<file path="src/hw/rtl/encoder_dimmer_with_ramp_macros.svh">
// ---------------------------------------------------------------------------
// encoder dimmer assertion macros
// shared concurrent assertion forms, clocked on clk, disabled in reset
// ---------------------------------------------------------------------------
`ifndef ENCODER_DIMMER_WITH_RAMP_MACROS_SVH
`define ENCODER_DIMMER_WITH_RAMP_MACROS_SVH

// same cycle implication
`define EDR_ASSERT(label, ante, cons, msg) \
  label: assert property (@(posedge clk) disable iff (!rst_n) (ante) |-> (cons)) \
    else $error(msg);

// next cycle implication
`define EDR_ASSERT_NEXT(label, ante, cons, msg) \
  label: assert property (@(posedge clk) disable iff (!rst_n) (ante) |=> (cons)) \
    else $error(msg);

`endif

</file>
<file path="src/hw/rtl/edr_pkg.sv">
// ---------------------------------------------------------------------------
// edr_pkg
// shared types, register indexes and lookup tables of the encoder dimmer
// ---------------------------------------------------------------------------
package edr_pkg;

  localparam logic [2:0] REG_RAMP_PERIOD   = 3'd0;
  localparam logic [2:0] REG_FAST_WINDOW   = 3'd1;
  localparam logic [2:0] REG_MEDIUM_WINDOW = 3'd2;
  localparam logic [2:0] REG_SLOW_WINDOW   = 3'd3;
  localparam logic [2:0] REG_RAMP_CEILING  = 3'd4;

  localparam logic [7:0] RST_RAMP_PERIOD   = 8'd5;
  localparam logic [7:0] RST_FAST_WINDOW   = 8'd20;
  localparam logic [7:0] RST_MEDIUM_WINDOW = 8'd30;
  localparam logic [7:0] RST_SLOW_WINDOW   = 8'd40;
  localparam logic [7:0] RST_RAMP_CEILING  = 8'd254;
  localparam logic [7:0] RST_SINCE_DETENT  = 8'd255;

  localparam int ROM_SIZE = 188;

  typedef struct packed {
    logic [7:0] ramp_period;
    logic [7:0] fast_window;
    logic [7:0] medium_window;
    logic [7:0] slow_window;
    logic [7:0] ramp_ceiling;
  } cfg_t;

  typedef enum logic [1:0] {
    STEP_TEN  = 2'd0,
    STEP_FIVE = 2'd1,
    STEP_TWO  = 2'd2,
    STEP_ONE  = 2'd3
  } step_t;

  typedef struct packed {
    logic  tick;
    logic  detent;
    logic  down;
    step_t step;
  } item_t;

  localparam logic signed [3:0] STEP_TABLE [16] = '{
    4'sd0, -4'sd1, 4'sd1, 4'sd0, 4'sd1, 4'sd0, 4'sd0, -4'sd1,
    -4'sd1, 4'sd0, 4'sd0, 4'sd1, 4'sd0, 4'sd1, -4'sd1, 4'sd0
  };

  localparam logic [7:0] GAMMA_ROM [ROM_SIZE] = '{
    8'd0, 8'd1, 8'd2, 8'd3, 8'd3, 8'd4, 8'd5, 8'd6, 8'd7, 8'd8,
    8'd9, 8'd10, 8'd11, 8'd12, 8'd13, 8'd14, 8'd15, 8'd16, 8'd17, 8'd18,
    8'd19, 8'd20, 8'd21, 8'd22, 8'd23, 8'd24, 8'd25, 8'd25, 8'd26, 8'd27,
    8'd28, 8'd29, 8'd30, 8'd31, 8'd32, 8'd33, 8'd34, 8'd35, 8'd36, 8'd36,
    8'd37, 8'd38, 8'd39, 8'd40, 8'd41, 8'd42, 8'd43, 8'd44, 8'd45, 8'd45,
    8'd46, 8'd47, 8'd48, 8'd49, 8'd50, 8'd51, 8'd52, 8'd53, 8'd54, 8'd55,
    8'd55, 8'd56, 8'd57, 8'd58, 8'd59, 8'd60, 8'd61, 8'd62, 8'd63, 8'd65,
    8'd66, 8'd67, 8'd68, 8'd69, 8'd70, 8'd71, 8'd72, 8'd73, 8'd74, 8'd75,
    8'd77, 8'd78, 8'd79, 8'd80, 8'd81, 8'd82, 8'd84, 8'd85, 8'd86, 8'd87,
    8'd88, 8'd90, 8'd91, 8'd92, 8'd93, 8'd95, 8'd96, 8'd97, 8'd99, 8'd100,
    8'd101, 8'd103, 8'd104, 8'd105, 8'd107, 8'd108, 8'd109, 8'd111, 8'd112, 8'd114,
    8'd115, 8'd117, 8'd118, 8'd119, 8'd121, 8'd122, 8'd124, 8'd125, 8'd127, 8'd128,
    8'd130, 8'd131, 8'd133, 8'd135, 8'd136, 8'd138, 8'd139, 8'd141, 8'd142, 8'd144,
    8'd146, 8'd147, 8'd149, 8'd151, 8'd152, 8'd154, 8'd156, 8'd157, 8'd159, 8'd161,
    8'd162, 8'd164, 8'd166, 8'd168, 8'd169, 8'd171, 8'd173, 8'd175, 8'd176, 8'd178,
    8'd180, 8'd182, 8'd184, 8'd186, 8'd187, 8'd189, 8'd191, 8'd193, 8'd195, 8'd197,
    8'd199, 8'd201, 8'd203, 8'd205, 8'd207, 8'd209, 8'd211, 8'd213, 8'd215, 8'd217,
    8'd219, 8'd221, 8'd223, 8'd225, 8'd227, 8'd229, 8'd231, 8'd233, 8'd235, 8'd237,
    8'd239, 8'd241, 8'd244, 8'd246, 8'd248, 8'd250, 8'd252, 8'd255
  };

  function automatic logic [7:0] gamma_lookup(logic [7:0] idx);
    logic [7:0] val;
    if ({1'b0, idx} < 9'(ROM_SIZE)) begin
      val = GAMMA_ROM[idx];
    end else begin
      val = 8'hff;
    end
    return val;
  endfunction

  function automatic logic [3:0] step_mag(step_t s);
    logic [3:0] m;
    unique case (s)
      STEP_TEN:  m = 4'd10;
      STEP_FIVE: m = 4'd5;
      STEP_TWO:  m = 4'd2;
      STEP_ONE:  m = 4'd1;
      default:   m = 4'd1;
    endcase
    return m;
  endfunction

endpackage

</file>
<file path="src/hw/rtl/edr_front.sv">
// ---------------------------------------------------------------------------
// edr_front
// quadrature decode, detent detection and step size classification
// ---------------------------------------------------------------------------
module edr_front (
  input  logic           clk,
  input  logic           rst_n,
  input  edr_pkg::cfg_t  cfg,
  input  logic           in_valid,
  output logic           in_ready,
  input  logic [1:0]     in_encoder_pins,
  input  logic           in_tick,
  output logic           push_valid,
  input  logic           push_ready,
  output edr_pkg::item_t push_data
);

  logic [3:0]        pin_history_r, pin_history_nxt;
  logic signed [3:0] pulse_sum_r, pulse_sum_nxt;
  logic [7:0]        since_detent_r, since_detent_nxt;
  logic signed [3:0] sum_new;
  logic              detent;
  logic              fire;
  edr_pkg::step_t    step;

  assign fire       = in_valid && push_ready;
  assign in_ready   = push_ready;
  assign push_valid = in_valid;

  always_comb begin
    pin_history_nxt = {pin_history_r[1:0], ~in_encoder_pins};
    sum_new         = pulse_sum_r + edr_pkg::STEP_TABLE[pin_history_nxt];
    detent          = (sum_new > 4'sd3) || (sum_new < -4'sd3);
    pulse_sum_nxt   = detent ? 4'sd0 : sum_new;

    priority if (since_detent_r < cfg.fast_window) begin
      step = edr_pkg::STEP_TEN;
    end else if (since_detent_r < cfg.medium_window) begin
      step = edr_pkg::STEP_FIVE;
    end else if (since_detent_r < cfg.slow_window) begin
      step = edr_pkg::STEP_TWO;
    end else begin
      step = edr_pkg::STEP_ONE;
    end

    // detent clears the count before this sample's tick
    if (detent) begin
      since_detent_nxt = {7'd0, in_tick};
    end else if (in_tick && since_detent_r != 8'hff) begin
      since_detent_nxt = since_detent_r + 8'd1;
    end else begin
      since_detent_nxt = since_detent_r;
    end

    push_data.tick   = in_tick;
    push_data.detent = detent;
    push_data.down   = sum_new < 4'sd0;
    push_data.step   = step;
  end

  always_ff @(posedge clk) begin
    if (!rst_n) begin
      pin_history_r  <= 4'd0;
      pulse_sum_r    <= 4'sd0;
      since_detent_r <= edr_pkg::RST_SINCE_DETENT;
    end else if (fire) begin
      pin_history_r  <= pin_history_nxt;
      pulse_sum_r    <= pulse_sum_nxt;
      since_detent_r <= since_detent_nxt;
    end
  end

endmodule

</file>
<file path="src/hw/rtl/edr_queue.sv">
// ---------------------------------------------------------------------------
// edr_queue
// two-entry queue between the decode front and the ramp back
// ---------------------------------------------------------------------------
`include "encoder_dimmer_with_ramp_macros.svh"

module edr_queue (
  input  logic           clk,
  input  logic           rst_n,
  input  logic           push_valid,
  output logic           push_ready,
  input  edr_pkg::item_t push_data,
  output logic           pop_valid,
  input  logic           pop_ready,
  output edr_pkg::item_t pop_data
);

  edr_pkg::item_t mem_r [2];
  logic           wr_ptr_r, wr_ptr_nxt;
  logic           rd_ptr_r, rd_ptr_nxt;
  logic [1:0]     count_r, count_nxt;
  logic           push_fire, pop_fire;

  assign push_ready = count_r != 2'd2;
  assign pop_valid  = count_r != 2'd0;
  assign pop_data   = mem_r[rd_ptr_r];
  assign push_fire  = push_valid && push_ready;
  assign pop_fire   = pop_valid && pop_ready;

  always_comb begin
    wr_ptr_nxt = push_fire ? ~wr_ptr_r : wr_ptr_r;
    rd_ptr_nxt = pop_fire ? ~rd_ptr_r : rd_ptr_r;
    count_nxt  = count_r + {1'b0, push_fire} - {1'b0, pop_fire};
  end

  always_ff @(posedge clk) begin
    if (push_fire) begin
      mem_r[wr_ptr_r] <= push_data;
    end
  end

  always_ff @(posedge clk) begin
    if (!rst_n) begin
      wr_ptr_r <= 1'b0;
      rd_ptr_r <= 1'b0;
      count_r  <= 2'd0;
    end else begin
      wr_ptr_r <= wr_ptr_nxt;
      rd_ptr_r <= rd_ptr_nxt;
      count_r  <= count_nxt;
    end
  end

  `EDR_ASSERT(a_cnt_range, 1'b1, count_r != 2'd3, "queue count out of range")
  `EDR_ASSERT(a_ptr_gap, count_r == 2'd0 || count_r == 2'd2, wr_ptr_r == rd_ptr_r, "ptrs")
  `EDR_ASSERT_NEXT(a_cnt_inc, push_fire && !pop_fire, count_r == $past(count_r) + 2'd1, "inc")

endmodule

</file>
<file path="src/hw/rtl/edr_back.sv">
// ---------------------------------------------------------------------------
// edr_back
// brightness index, gamma lookup, level ramp and result register
// ---------------------------------------------------------------------------
`include "encoder_dimmer_with_ramp_macros.svh"

module edr_back #(
  parameter int TABLE_ENTRIES = 188
) (
  input  logic           clk,
  input  logic           rst_n,
  input  edr_pkg::cfg_t  cfg,
  input  logic           pop_valid,
  output logic           pop_ready,
  input  edr_pkg::item_t pop_data,
  output logic           out_valid,
  input  logic           out_ready,
  output logic [7:0]     out_level,
  output logic           out_pwm_enable,
  output logic [7:0]     out_target_level,
  output logic           out_detent_taken
);

  localparam logic [7:0] LIMIT = 8'(TABLE_ENTRIES - 1);

  logic [7:0] bright_index_r, bright_index_nxt;
  logic [7:0] target_r, target_nxt;
  logic [7:0] current_r, current_nxt;
  logic [7:0] tick_phase_r, tick_phase_nxt;
  logic       out_valid_r;
  logic       out_pwm_r, out_detent_r;
  logic [3:0] mag;
  logic [8:0] up_sum;
  logic       fire;

  assign pop_ready        = !out_valid_r || out_ready;
  assign fire             = pop_valid && pop_ready;
  assign out_valid        = out_valid_r;
  assign out_level        = current_r;
  assign out_target_level = target_r;
  assign out_pwm_enable   = out_pwm_r;
  assign out_detent_taken = out_detent_r;

  always_comb begin
    mag    = edr_pkg::step_mag(pop_data.step);
    up_sum = {1'b0, bright_index_r} + {5'd0, mag};

    bright_index_nxt = bright_index_r;
    target_nxt       = target_r;
    if (pop_data.detent) begin
      if (pop_data.down) begin
        bright_index_nxt = ({4'd0, mag} > bright_index_r) ? 8'd0
                                                          : bright_index_r - {4'd0, mag};
      end else begin
        bright_index_nxt = (up_sum > {1'b0, LIMIT}) ? LIMIT : up_sum[7:0];
      end
      target_nxt = edr_pkg::gamma_lookup(bright_index_nxt);
    end

    current_nxt    = current_r;
    tick_phase_nxt = tick_phase_r;
    if (pop_data.tick) begin
      if (tick_phase_r == 8'd0) begin
        priority if (target_nxt > current_r && current_r < cfg.ramp_ceiling) begin
          current_nxt = current_r + 8'd1;
        end else if (target_nxt < current_r && current_r != 8'd0) begin
          current_nxt = current_r - 8'd1;
        end
      end
      // period below phase wraps at once
      if ({1'b0, tick_phase_r} + 9'd1 >= {1'b0, cfg.ramp_period}) begin
        tick_phase_nxt = 8'd0;
      end else begin
        tick_phase_nxt = tick_phase_r + 8'd1;
      end
    end
  end

  always_ff @(posedge clk) begin
    if (!rst_n) begin
      bright_index_r <= 8'd0;
      target_r       <= 8'd0;
      current_r      <= 8'd0;
      tick_phase_r   <= 8'd0;
      out_valid_r    <= 1'b0;
      out_pwm_r      <= 1'b0;
      out_detent_r   <= 1'b0;
    end else begin
      if (fire) begin
        bright_index_r <= bright_index_nxt;
        target_r       <= target_nxt;
        current_r      <= current_nxt;
        tick_phase_r   <= tick_phase_nxt;
        out_pwm_r      <= current_nxt != 8'd0;
        out_detent_r   <= pop_data.detent;
        out_valid_r    <= 1'b1;
      end else if (out_ready) begin
        out_valid_r    <= 1'b0;
      end
    end
  end

  `EDR_ASSERT(a_index_range, 1'b1, bright_index_r <= LIMIT, "index beyond table")
  `EDR_ASSERT(a_pwm_flag, out_valid_r, out_pwm_r == (current_r != 8'd0), "pwm flag mismatch")
  `EDR_ASSERT_NEXT(a_hold_stall, out_valid_r && !out_ready, $stable(current_r), "level moved")
  `EDR_ASSERT_NEXT(a_level_slew, 1'b1, 8'(current_r - $past(current_r) + 8'd1) <= 8'd2, "slew")

endmodule

</file>
<file path="src/hw/rtl/encoder_dimmer_with_ramp.sv">
// ---------------------------------------------------------------------------
// encoder_dimmer_with_ramp
// rotary encoder led dimmer with gamma table and slew limited level ramp
// ---------------------------------------------------------------------------
// in_* carries one sample of the active low encoder pins and a 1 ms tick per
// transfer; out_* returns one result per sample: level, pwm enable, target
// level and a detent flag. cfg_we/cfg_index/cfg_wdata writes the ramp period,
// the three speed windows and the ramp ceiling; write only while idle.
// one sample is taken every cycle while in_ready is high: the decode front
// updates its state and pushes a classified step into a two-entry queue, the
// back applies it to the index, gamma table and ramp and registers the
// result. out_valid rises once the step has passed the queue entry and the
// result register; throughput is one per cycle while out_ready is high.
// when the receiver stalls, the result register holds and the queue fills;
// in_ready falls once both queue entries are taken.
// reset clears all state, restores register defaults and empties the queue;
// in_ready is high in the first cycle after reset.
// ---------------------------------------------------------------------------
module encoder_dimmer_with_ramp #(
  parameter int TABLE_ENTRIES = 188
) (
  input  logic       clk,
  input  logic       rst_n,
  input  logic       cfg_we,
  input  logic [2:0] cfg_index,
  input  logic [7:0] cfg_wdata,
  input  logic       in_valid,
  output logic       in_ready,
  input  logic [1:0] in_encoder_pins,
  input  logic       in_tick,
  output logic       out_valid,
  input  logic       out_ready,
  output logic [7:0] out_level,
  output logic       out_pwm_enable,
  output logic [7:0] out_target_level,
  output logic       out_detent_taken
);

  edr_pkg::cfg_t  cfg_r;
  edr_pkg::item_t push_data, pop_data;
  logic           push_valid, push_ready;
  logic           pop_valid, pop_ready;

  always_ff @(posedge clk) begin
    if (!rst_n) begin
      cfg_r.ramp_period   <= edr_pkg::RST_RAMP_PERIOD;
      cfg_r.fast_window   <= edr_pkg::RST_FAST_WINDOW;
      cfg_r.medium_window <= edr_pkg::RST_MEDIUM_WINDOW;
      cfg_r.slow_window   <= edr_pkg::RST_SLOW_WINDOW;
      cfg_r.ramp_ceiling  <= edr_pkg::RST_RAMP_CEILING;
    end else if (cfg_we) begin
      unique case (cfg_index)
        edr_pkg::REG_RAMP_PERIOD:   cfg_r.ramp_period   <= cfg_wdata;
        edr_pkg::REG_FAST_WINDOW:   cfg_r.fast_window   <= cfg_wdata;
        edr_pkg::REG_MEDIUM_WINDOW: cfg_r.medium_window <= cfg_wdata;
        edr_pkg::REG_SLOW_WINDOW:   cfg_r.slow_window   <= cfg_wdata;
        edr_pkg::REG_RAMP_CEILING:  cfg_r.ramp_ceiling  <= cfg_wdata;
        default: ;
      endcase
    end
  end

  edr_front u_front (
    .clk             (clk),
    .rst_n           (rst_n),
    .cfg             (cfg_r),
    .in_valid        (in_valid),
    .in_ready        (in_ready),
    .in_encoder_pins (in_encoder_pins),
    .in_tick         (in_tick),
    .push_valid      (push_valid),
    .push_ready      (push_ready),
    .push_data       (push_data)
  );

  edr_queue u_queue (
    .clk        (clk),
    .rst_n      (rst_n),
    .push_valid (push_valid),
    .push_ready (push_ready),
    .push_data  (push_data),
    .pop_valid  (pop_valid),
    .pop_ready  (pop_ready),
    .pop_data   (pop_data)
  );

  edr_back #(
    .TABLE_ENTRIES (TABLE_ENTRIES)
  ) u_back (
    .clk              (clk),
    .rst_n            (rst_n),
    .cfg              (cfg_r),
    .pop_valid        (pop_valid),
    .pop_ready        (pop_ready),
    .pop_data         (pop_data),
    .out_valid        (out_valid),
    .out_ready        (out_ready),
    .out_level        (out_level),
    .out_pwm_enable   (out_pwm_enable),
    .out_target_level (out_target_level),
    .out_detent_taken (out_detent_taken)
  );

endmodule
</file>
<file path="config.mk">
export PLATFORM = sky130hd
export DESIGN_NAME = encoder_dimmer_with_ramp
export DESIGN_NICKNAME = d
export VERILOG_FILES = /design/src/hw/rtl/edr_pkg.sv /design/src/hw/rtl/edr_front.sv /design/src/hw/rtl/edr_queue.sv /design/src/hw/rtl/edr_back.sv /design/src/hw/rtl/encoder_dimmer_with_ramp.sv
export VERILOG_INCLUDE_DIRS = /design/src /design/src/hw/rtl
export SDC_FILE = /design/constraint.sdc
export NUM_CORES = 1
export LEC_CHECK = 0
export ABC_AREA = 1
export BUFFER_PORTS_ARGS = -buffer_cell sky130_fd_sc_hd__buf_2
export CAP_MARGIN = 20
export CORE_MARGIN = 8
export CORE_UTILIZATION = 60
export DETAILED_ROUTE_END_ITERATION = 7
export PLACE_DENSITY_LB_ADDON = 0.12
export SLEW_MARGIN = 40
export SYNTH_ARGS = -nofsm -noshare
export SYNTH_HDL_FRONTEND = slang
export SYNTH_SLANG_ARGS = --single-unit
</file>
<file path="constraint.sdc">
create_clock -name clk -period 7.3 [get_ports clk]
set_input_delay 0.365 -clock clk [delete_from_list [all_inputs] [get_ports clk]]
set_output_delay 0.365 -clock clk [all_outputs]
set_load 0.1 [all_outputs]
</file>
# Word level (Yosys, flattened, before mapping)
# Memories as Yosys holds them, arrays and structs flattened. A register that Yosys moved wholly into a read port is not among the register bits.
# Index checks and enable logic that the tools add are counted.
# Widths: inputs -> output; s select.
[totals]
reg_bits = 93
latchBits = 0
ramBits = 10
romBits = 2112
in_bits = 19
out_inout_bits = 20
elab_cells = 112
mem_count = 3
[memory_table]
columns = ["memory", "depth", "width", "read_ports", "rd_ports_with_merged_regs", "write_ports", "line", "rtl"]
rows = [
  ["(name not given)", 256, 8, 1, 0, 0, "edr_pkg.sv:74", "val = GAMMA_ROM[idx];"],
  ["(name not given)", 16, 4, 1, 0, 0, "edr_front.sv:32", "sum_new = pulse_sum_r + edr_pkg::STEP_TABLE[pin_history_nxt];"],
  ["u_queue.mem_r", 2, 5, 1, 1, 1, "edr_queue.sv:18", "edr_pkg::item_t mem_r [2];"],
]
[classes]
add_sub_neg = 10
mul = 0
n_div = 0
n_lt_le_gt_ge = 15
n_eq_ne = 9
n_shift = 0
muxes = 28
n_bitwise = 5
n_reduce_logical = 24
[ops]
columns = ["op", "count"]
rows = [
  ["$mux 8", 15],
  ["$lt 8x8->1", 5],
  ["$add 8x1->8 const B", 3],
  ["$pmux 4 s4", 1],
  ["$reduce_and 2->1", 8],
  ["$reduce_bool 8->1", 2],
  ["$mux 4", 3],
  ["$add 8x1->9 const B", 1],
  ["$add 8x4->9", 1],
  ["$ge 9x8->1", 1],
  ["$ge 9x9->1 const B", 1],
  ["$gt 9x8->1 const B", 1],
  ["$not 8->9", 1],
  ["$gt 4x8->1", 1],
  ["$gt 8x8->1", 1],
  ["$logic_not 8->1", 1],
  ["$lt 8x8->1 const B", 1],
  ["$ne 8x8->1 const B", 1],
  ["$sub 8x1->8 const B", 1],
  ["$sub 8x4->8", 1],
  ["$mux 1", 7],
  ["$eq 3x2->1 const B", 2],
  ["$reduce_bool 2->1", 3],
  ["$ge 5x5->1 const B", 1],
  ["20 further kinds", 28],
]

# Depth between registers and ports, before layout
# Gate-level depths: netlist of the first run.
[depth]
depth_word = 20
mapped_depth = 49
depth_no_buf = 49

# By module
# Synthesis of the first run repeated with hierarchy kept, for this count alone.
[unflattened]
hier_cells = 1298
area_unflattened_um2 = 8550.7
[by_module_without_submodules]
columns = ["mod", "n_inst", "cells_each", "area_per_inst_um2", "seq_area_each_um2"]
rows = [
  ["edr_back", 1, 793, 4719.5, 700.7],
  ["edr_front", 1, 231, 1629.1, 280.3],
  ["encoder_dimmer_with_ramp", 1, 223, 1585.3, 800.8],
  ["edr_queue", 1, 51, 616.8, 400.4],
]

# Worst setup path before layout of the first run
# Ideal clock, no wire load.
[synth_path]
path_kind = "register to register"
start = "register (tool-made name)"
end = "register u_back.out_pwm_r, in the netlist u_back.out_pwm_enable"
setup_time_ns = 0.122
arrival_time_ns = 5.581
t_required_ns = 7.178
slack_ns = 1.597
stages_incl_launch_ff = 45
n_path_buf = 0
synth_period_minus_slack_ns = 5.703
path_cell_list = "dfxtp_1 > inv_1 > or2_2 > o21ai_0 > inv_1 > nor2_1 > inv_1 > ha_1 > inv_2 > nand2_2 > nor2_1 > nand3_2 > nand2_1 > nand2_1 > nand2_1 > nor2_2 > nand3_2 > nand3_1 > [... 9 more ...] > nand2_1 > nand3_1 > o21a_1 > ha_1 > nand2_1 > o21ai_0 > nand2_1 > nand2_1 > a21oi_1 > nor2_1 > nand3_1 > a21oi_1 > o21a_1 > nand3_1 > xor2_1 > nand2_1 > nor2_1 > a21oi_1"
[synth_rtl]
columns = ["element", "line", "rtl"]
rows = [
  ["end signal: assignment", "edr_back.sv:86", "out_pwm_r <= 1'b0;"],
  ["end signal: assignment", "edr_back.sv:94", "out_pwm_r <= current_nxt != 8'd0;"],
  ["end: declaration", "edr_back.sv:31", "logic out_pwm_r, out_detent_r;"],
]

==> results of run 1 <==
==> synthesized netlist by cell type (11+ instances only) <==
cell type,number
o211ai_1,26
nand2_1,254
inv_2,11
nand3_1,90
nor3_1,13
nor2_1,100
a21oi_1,99
clkbuf_1,17
o21ai_0,90
inv_1,167
o21ai_1,13
xor2_1,18
ha_1,76
dfxtp_1,94
==> per-stage QoR <==
step	std cells	hold slack (ns)	instance area, um^2	worst slack [ns]
2_1_floorplan	1185	0.426	7960	1.60
3_3_place_gp	1372	0.437	8240	0.825
3_5_place_dp	1372	0.457	8250	0.539
4_1_cts	1388	0.236	8520	0.486
5_1_grt	1388	0.235	8530	0.111
6_report	1388	0.239	8530	0.634
==> flip-flops by register name (all words and copies together), names as in the netlist, 2 cells and up, named ones only <==
name	count
u_back.tick_phase_r	8
u_queue.count_r	2
u_back.bright_index_r	8
u_back.out_target_level	8
u_queue.mem_r	10
u_front.pulse_sum_r	4
u_front.pin_history_r	2
u_front.since_detent_r	8
cfg_r	40
u_back.out_level	8
==> final timing paths <==
kind	start	to	slack [ns]	cells past startpoint
min reg2reg	cfg_r[35]	cfg_r[35]	0.46	2
max reg2reg	flip-flop	u_back.out_pwm_enable	0.63	45
max	flip-flop	u_back.out_pwm_enable	0.63	45
min	in_tick	u_queue.mem_r[1][4]	0.24	1
==> cell type report <==
class | count | area share, %
Sequential cell | 104 | 25.6
Inverter | 181 | 8.02
Multi-Input combinational cell | 867 | 57.8
Timing Repair Buffer | 44 | 2.76
Tap cell | 176 | 2.58
Clock inverter | 7 | 0.631
Clock buffer | 9 | 2.64
==> critical path, delay by kind of cell (launching register included) <==
family / cells / cell delay (ns)
AND/OR/NAND/NOR: 26 / 2.68
buffers and inverters: 8 / 1.20
adder cells (fa/ha/maj): 3 / 1.08
AO/OA/AOI/OAI: 7 / 0.95
flip-flops: 1 / 0.41
XOR/XNOR: 1 / 0.22
==> kinds of logic (layout without fill, tap and decap cells) <==
| family | after synthesis | in the layout | synth area share (%) |
|---|---|---|---|
| AOI/OAI and AO/OA | 266 | 266 | 19.1 |
| xor gates and xnor gates | 21 | 21 | 2.31 |
| adders and majority gates | 79 | 79 | 12.7 |
| buffers and inverters | 214 | 241 | 10.9 |
| DFF | 104 | 104 | 27.4 |
| muxes | 1 | 1 | 0.126 |
| and+or+nand+nor | 500 | 500 | 27.5 |
==> routing by layer <==
layer	wire length (um)	global-route usage [%]	up-vias	share of wire, %
met1	9420	31.0	3564	46
li1	-	-	3941	-
met2	9550	38.4	290	46
met5	0	0	-	0
met3	1160	3.09	48	5.6
met4	507	9.17	0	2.5
==> out/qor.txt, run 1 <==
Outcome = complete, no violations
Commonest non-fill, non-tap cell in the layout = nand2_1
Sequential Area = 2180 um^2
EDFF count, synth = 10
Global-route wire length before repair = 34.9 mm
Total congestion overflow = 0
TritonCTS Sinks = 104
Worst Hold Class = input pin to flip-flop
CTS tree = done
Vias = 7843
Required @ worst endpoint = 7.54 ns
Number of global-route vias before repair = 7220
Nets@finish = 1305
Skew final = 0.00903 ns
Initial Utilization = 60.8%
Worst Path Arrival = 6.90 ns
Syn Inst Count = 1185
Largest stage delay, worst path = 0.45 ns
PostCTS Resize Cnt = 0
Biggest area consumer among synthesized cells = dfxtp_1
Avg WL per Cell = 14.9 um
Die height = 131 um
Bufs on Longest Clock Path = 2
All-Layer GR Usage = 23.6%
WL final = 20.6 mm
DR pass1 iterations = 5
Ports = 39
Fin. Hold Viols = 0
Postcts setup bufs = 0
Yosys top cell area share = 23.6%
Syn nets = 1283
Drt drc = 0
Initial DRC Count = 737
Hold buffers post-CTS = 0
Most frequent CP cell = nand2_1
Rows = 42
Max-cap violations = 0
Skew-Pair Late Insertion Delay = 0.35 ns
I/O Buffers = 38
Post-Route Setup TNS = 0 ns
Root Buffer = clkbuf_16
DP Wirelength = 15.4 mm
Crit-path slowest cell = ha_1
Routability cong. = 0.944
Max H-tree Level = 3
Minimum clock period = 6.67 ns
Number of fillers in the final layout = 1231
Die W = 131 um
Largest net degree at the start of global routing = 75
Predominant post-synthesis flop cell = dfxtp_1
Clock transition at path regs = 0.07 ns
Crit Path Category = flip-flop to flip-flop
Register area share after synthesis = 27.4%
Syn-to-layout area delta = 7.17%
Final Setup Violations = 0
Initial antenna violation count = 0
Yosys reg bits = 104
Post-synth ARST share = 0%
Ys Warns = 0
Multi-input gate area = 4930 um^2
Worst Max-Slew Pin Slew = 0.769 ns
Period utilisation layout = 91.3%
Core footprint = 13100 um^2
Area contributors post-synth = dfxtp_1 24%, nand2_1 12%, ha_1 12%
Commonest cells after routing, fill and taps aside = 254 x nand2_1, 167 x inv_1, 100 x nor2_1
Slew Limit Fails = 0
Fin util = 65.2%
# diodes = 0
Synth Area per Inst = 6.72 um^2
Nature of the critical path startpoint = flip-flop
Cell variety after synth = 56
Layout cell share with drive strength beyond 1 = 9.57%
Vias/cell = 5.65
Unrepaired setup endpoints after global routing = no
FMAX = 0.150 GHz
Worst Setup End Kind = flip-flop
Synthesized area = 7960 um^2
CTS buffer count = 9
CP Max Fanout = 13
Slew headroom = 48.4%
Post-DRT Antenna Nets = 0
Die area = 17200 um^2
Power of run 1 is left out: the tool's default activity adds up to more than one toggle a clock period on the data nets, which glitch-free logic cannot reach.
==> run 2: changes to the inputs <==
- CORE_UTILIZATION: 60 -> 46
- clock period: 7.3 -> 8.62 ns (I/O delays scaled with it)
==> run 2 against run 1 <==
Die area grew 27%. Worst hold slack gained 0.060 ns. Largest cell class unchanged. Global-route usage shrank 4.3 points. Count of clock-buffer cells in the layout grew 1. Via count shrank 3.8%. Fmax shrank 4.8%.
==> out/qor.txt, run 2 (synthesis results as in run 1) <==
Minimum clock period = 7.00 ns (+0.335 ns)
Period utilisation layout = 81.2% (-10 points)
FMAX = 0.143 GHz (-4.8%)
Worst hold start = in_tick
All-Layer GR Usage = 19.2% (-4.3 points)
Required @ worst endpoint = 8.86 ns (+1.32 ns)
Root Buffer = clkbuf_16
Regs by FF count = cfg_r (40), u_queue.mem_r (10)
Postcts setup bufs = 0 (unchanged)
Hold buffers post-CTS = 0 (unchanged)
CP Max Fanout = 13 (unchanged)
I/O Buffers = 38 (unchanged)
Commonest cells after routing, fill and taps aside = 254 x nand2_1, 167 x inv_1, 100 x nor2_1
Nets@finish = 1304 (-0.077%)
Die height = 148 um (+12%)
Nature of the critical path startpoint = flip-flop
Sequential Area = 2180 um^2 (about the same)
Most frequent CP cell = nand2_1
Largest stage delay, worst path = 0.44 ns (about the same)
Reg2reg end = u_back.out_pwm_enable
Drt drc = 0 (unchanged)
PostCTS Resize Cnt = 0 (unchanged)
Final hold slack = 0.300 ns (+0.0603 ns)
Max-cap violations = 0 (unchanged)
WL final = 20.6 mm (about the same)
Unrepaired setup endpoints after global routing = no
Crit-path slowest cell = dfxtp_1
Min-Delay Path Depth = 1 (unchanged)
Number of global-route vias before repair = 7197 (-0.32%)
Core footprint = 17100 um^2 (+31%)
Worst R2R Setup Slack = 1.62 ns (+0.98 ns)
Max FFs per register = 40 (unchanged)
Commonest non-fill, non-tap cell in the layout = nand2_1
Initial DRC Count = 539 (-27%)
Largest reg by FF count = cfg_r
Reg2Reg Depth = 44 (-2.2%)
Die area = 21800 um^2 (+27%)
Skew-Pair Late Insertion Delay = 0.35 ns (about the same)
DP Wirelength = 15.7 mm (+1.8%)
Ports = 39 (unchanged)
Multi-input gate area = 4920 um^2 (-0.15%)
Worst Hold Class = input pin to flip-flop
Vias = 7542 (-3.8%)
Largest net degree at the start of global routing = 75 (unchanged)
Rows = 48 (+14%)
Worst Max-Slew Pin Slew = 0.760 ns (-0.00989 ns)
Fin. Hold Viols = 0 (unchanged)
Post-DRT Antenna Nets = 0 (unchanged)
Global-route wire length before repair = 35.2 mm (+0.69%)
Pre-CTS setup slack = 1.70 ns (+1.16 ns)
# diodes = 0 (unchanged)
Max H-tree Level = 3 (unchanged)
Routability cong. = 0.940 (-0.44%)
Layout cell share with drive strength beyond 1 = 9.00% (-0.57 points)
Syn-to-layout area delta = 7.66%
Post-Route Setup TNS = 0 ns (unchanged)
Slew Limit Fails = 0 (unchanged)
Total congestion overflow = 0 (unchanged)
Final Worst Setup Slack = 1.62 ns (+0.985 ns)
Avg WL per Cell = 14.4 um (-3.3%)
Crit Path Category = flip-flop to flip-flop
CTS tree = done
CTS buffer count = 9 (unchanged)
Number of fillers in the final layout = 1809 (+47%)
Final Setup Violations = 0 (unchanged)
DR pass1 iterations = 5 (unchanged)
Worst Path Arrival = 7.24 ns (+0.34 ns)
Initial Utilization = 46.5% (-14 points)
TritonCTS Sinks = 104 (unchanged)
Die W = 148 um (+12%)
Bufs on Longest Clock Path = 2 (unchanged)
Skew final = 0.00722 ns (-0.00181 ns)
Worst Setup End Kind = flip-flop
Initial antenna violation count = 0 (unchanged)
Outcome = complete, no violations
Vias/cell = 5.25 (-7.1%)
Min-Delay Endpoint = u_queue.mem_r[0][4]
Slew headroom = 48.8% (+0.44 points)
Clock transition at path regs = 0.07 ns (about the same)
-- run 2: cell types whose count changed in the layout (fill, tap and decap cells not counted) --
cell        before  now
dfxtp_2          1    0
clkbuf_1         0    1
clkinv_2         2    0
o21ai_2          6    4
o21ai_0         89   90
clkinv_1         1    3
buf_4            6    5
o21ai_1         12   13
clkinvlp_4       2    1
dfxtp_1         93   94
-- run 2: layer usage --
| metal | vias to the layer above | track usage [%] | routed length (um) |
|---|---|---|---|
| li1 | 3931 | - | - |
| met1 | 3346 | 25.6 | 9960 |
| met2 | 226 | 31.4 | 9280 |
| met3 | 39 | 2.81 | 994 |
| met4 | 0 | 6.02 | 412 |
| met5 | - | 0 | 0 |
-- run 2: stage by stage --
step / cell area, um^2 / cells / utilization, %
2_1_floorplan: 7960 / 1185 / -
3_3_place_gp: 8290 / 1420 / 48.4
3_5_place_dp: 8300 / 1420 / 48.5
4_1_cts: 8570 / 1436 / 50.1
5_1_grt: 8570 / 1436 / 50.1
6_report: 8570 / 1436 / 50.1
-- run 2: worst max-delay path by stage --
stage | slack (ns) | endpoint | cells after the start
2_1_floorplan | 2.92 | u_back.out_pwm_enable | 44
3_3_place_gp | 1.91 | u_back.out_pwm_enable | 44
3_5_place_dp | 1.70 | u_back.out_pwm_enable | 44
4_1_cts | 1.67 | u_back.out_pwm_enable | 44
5_1_grt | 0.73 | u_back.out_pwm_enable | 44
6_report | 1.62 | u_back.out_pwm_enable | 44
-- run 2: final cells by class --
type | instances | share of cell area [%]
Timing Repair Buffer | 43 | 2.66
Inverter | 181 | 7.99
Sequential cell | 104 | 25.5
Tap cell | 225 | 3.29
Multi-Input combinational cell | 867 | 57.4
Clock buffer | 10 | 2.67
Clock inverter | 6 | 0.511
-- run 2: critical path, delay by kind of cell, from the launching register on --
kind / cells / cell delay, ns
AND/OR/NAND/NOR: 23 / 2.66
flip-flops: 1 / 0.44
AO/OA/AOI/OAI: 10 / 1.60
buffers and inverters: 8 / 1.08
adder cells (fa/ha/maj): 3 / 1.07
Power of run 2 is left out for the same reason.
==> run 3: changes to the inputs <==
- clock period: 8.62 -> 6.2 ns (I/O delays scaled with it)
==> run 3 against run 2 <==
Critical path depth is 4 lower. Highest routed layer unchanged. Count of clock-buffer cells in the layout stayed put. Critical endpoint unchanged. Via count is 1.4% higher. Final cell count is 1.0% higher. Clock skew is 0.0010 ns higher. Die area stayed put.
==> out/qor.txt, run 3 (synthesis results as in run 1) <==
Initial antenna violation count = 0 (unchanged)
Skew final = 0.00822 ns (+0.000997 ns)
Crit Path Category = flip-flop to flip-flop
Final Setup Violations = 0 (unchanged)
Fin. Hold Viols = 0 (unchanged)
Period utilisation layout = 93.0% (+12 points)
Total congestion overflow = 0 (unchanged)
Final Worst Setup Slack = 0.432 ns (-1.19 ns)
Worst Max-Slew Pin Slew = 0.733 ns (-0.0268 ns)
I/O Buffers = 38 (unchanged)
Required @ worst endpoint = 6.44 ns (-2.42 ns)
# diodes = 0 (unchanged)
Max FFs per register = 40 (unchanged)
Largest stage delay, worst path = 0.37 ns (-0.07 ns)
Commonest non-fill, non-tap cell in the layout = nand2_1
DR pass1 iterations = 5 (unchanged)
Skew-Pair Late Insertion Delay = 0.34 ns (about the same)
Largest net degree at the start of global routing = 75 (unchanged)
Global-route wire length before repair = 35.1 mm (-0.20%)
Initial Utilization = 46.5% (unchanged)
Crit-path slowest cell = ha_2
Vias = 7648 (+1.4%)
Clock transition at path regs = 0.07 ns (about the same)
Drt drc = 0 (unchanged)
Worst Setup End Kind = flip-flop
Nature of the critical path startpoint = flip-flop
Outcome = complete, no violations
Most frequent CP cell = nand2_1
Final non-filler cell area = 8830 um^2 (+3.0%)
Largest reg by FF count = cfg_r
Non-filler cells, final = 1451 (+1.0%)
CP Max Fanout = 17 (+4)
Final hold slack = 0.197 ns (-0.102 ns)
Max H-tree Level = 3 (unchanged)
Commonest cells after routing, fill and taps aside = 252 x nand2_1, 166 x inv_1, 96 x nor2_1
Root Buffer = clkbuf_16
Critical path buffers and inverters = 7 (-1)
Ports = 39 (unchanged)
Post-DRT Antenna Nets = 0 (unchanged)
Placed Area = 8380 um^2 (+1.1%)
Slew headroom = 51.2% (+2.3 points)
CTS buffer count = 9 (unchanged)
Number of global-route vias before repair = 7289 (+1.3%)
Worst Hold Class = input pin to flip-flop
Crit path max-delay family = simple AND/OR/NAND/NOR gates
Syn-to-layout area delta = 10.9%
Core footprint = 17100 um^2 (unchanged)
Bufs on Longest Clock Path = 2 (unchanged)
DP Wirelength = 15.9 mm (+1.4%)
Hold buffers post-CTS = 0 (unchanged)
Rows = 48 (unchanged)
Nets@finish = 1319 (+1.2%)
Worst Path Arrival = 6.01 ns (-1.23 ns)
Die height = 148 um (unchanged)
Max-cap violations = 0 (unchanged)
Pre-CTS setup slack = 0.154 ns (-1.54 ns)
Vias/cell = 5.27 (+0.36%)
All-Layer GR Usage = 19.2% (-0.043 points)
Slew Limit Fails = 0 (unchanged)
Regs by FF count = cfg_r (40), u_queue.mem_r (10)
FMAX = 0.173 GHz (+21%)
Worst R2R Setup Slack = 0.43 ns (-1.19 ns)
WL final = 21.0 mm (+1.6%)
TritonCTS Sinks = 104 (unchanged)
Die area = 21800 um^2 (unchanged)
Initial DRC Count = 487 (-9.6%)
Minimum clock period = 5.77 ns (-1.23 ns)
Routability cong. = 0.951 (+1.2%)
Dpl cells = 1430 (+0.70%)
Avg WL per Cell = 14.5 um (+0.57%)
Layout cell share with drive strength beyond 1 = 12.1% (+3.1 points)
Number of fillers in the final layout = 1755 (-3.0%)
CTS tree = done
Die W = 148 um (unchanged)
## run 3: cell types whose count changed in the layout (fill, tap and decap cells not counted), moves of 4 or more
cell and delta:
ha_2 +4, nor2_2 +4, buf_4 +12, ha_1 -5
nor2_1 -4, nand3_1 -4
## run 3: final timing paths
check                   start                    end  cells after the start
min reg2reg  u_queue.rd_ptr_r              flip-flop                      1
min                   in_tick    u_queue.mem_r[1][4]                      1
max                 flip-flop  u_back.out_pwm_enable                     40
max reg2reg         flip-flop  u_back.out_pwm_enable                     40
## run 3: final cells by class
| class | count | area (um^2) | area share, % |
|---|---|---|---|
| multi-input combinational | 867 | 5020 | 56.9 |
| sequential | 104 | 2180 | 24.7 |
| inverter | 181 | 694 | 7.87 |
| timing repair buffer | 58 | 364 | 4.13 |
| tap | 225 | 282 | 3.19 |
| clock buffer | 10 | 239 | 2.71 |
| clock inverter | 6 | 43.8 | 0.496 |
## run 3: stage by stage
stage	utilization, %	setup TNS (ns)
floorplan	-	0
global placement	48.9	0
detailed placement	49.0	0
CTS	50.6	0
global route	51.6	-0.0463
finish	51.6	0
## run 3: repair_timing
action | CTS | global route
setup endpoints to repair | 0 | 8
resized for setup | 0 | 35
setup buffers | 0 | 5
## run 3: per-layer routing
layer  share of wire [%]  track usage, %  wire [um]  vias up
met2                  46            32.3       9740      217
li1                    -               -          -     3962
met5                   0               0          0        -
met1                  47            24.9       9880     3434
met3                 4.6            2.32        968       35
met4                 1.9            6.58        389        0
Power of run 3 is left out for the same reason.
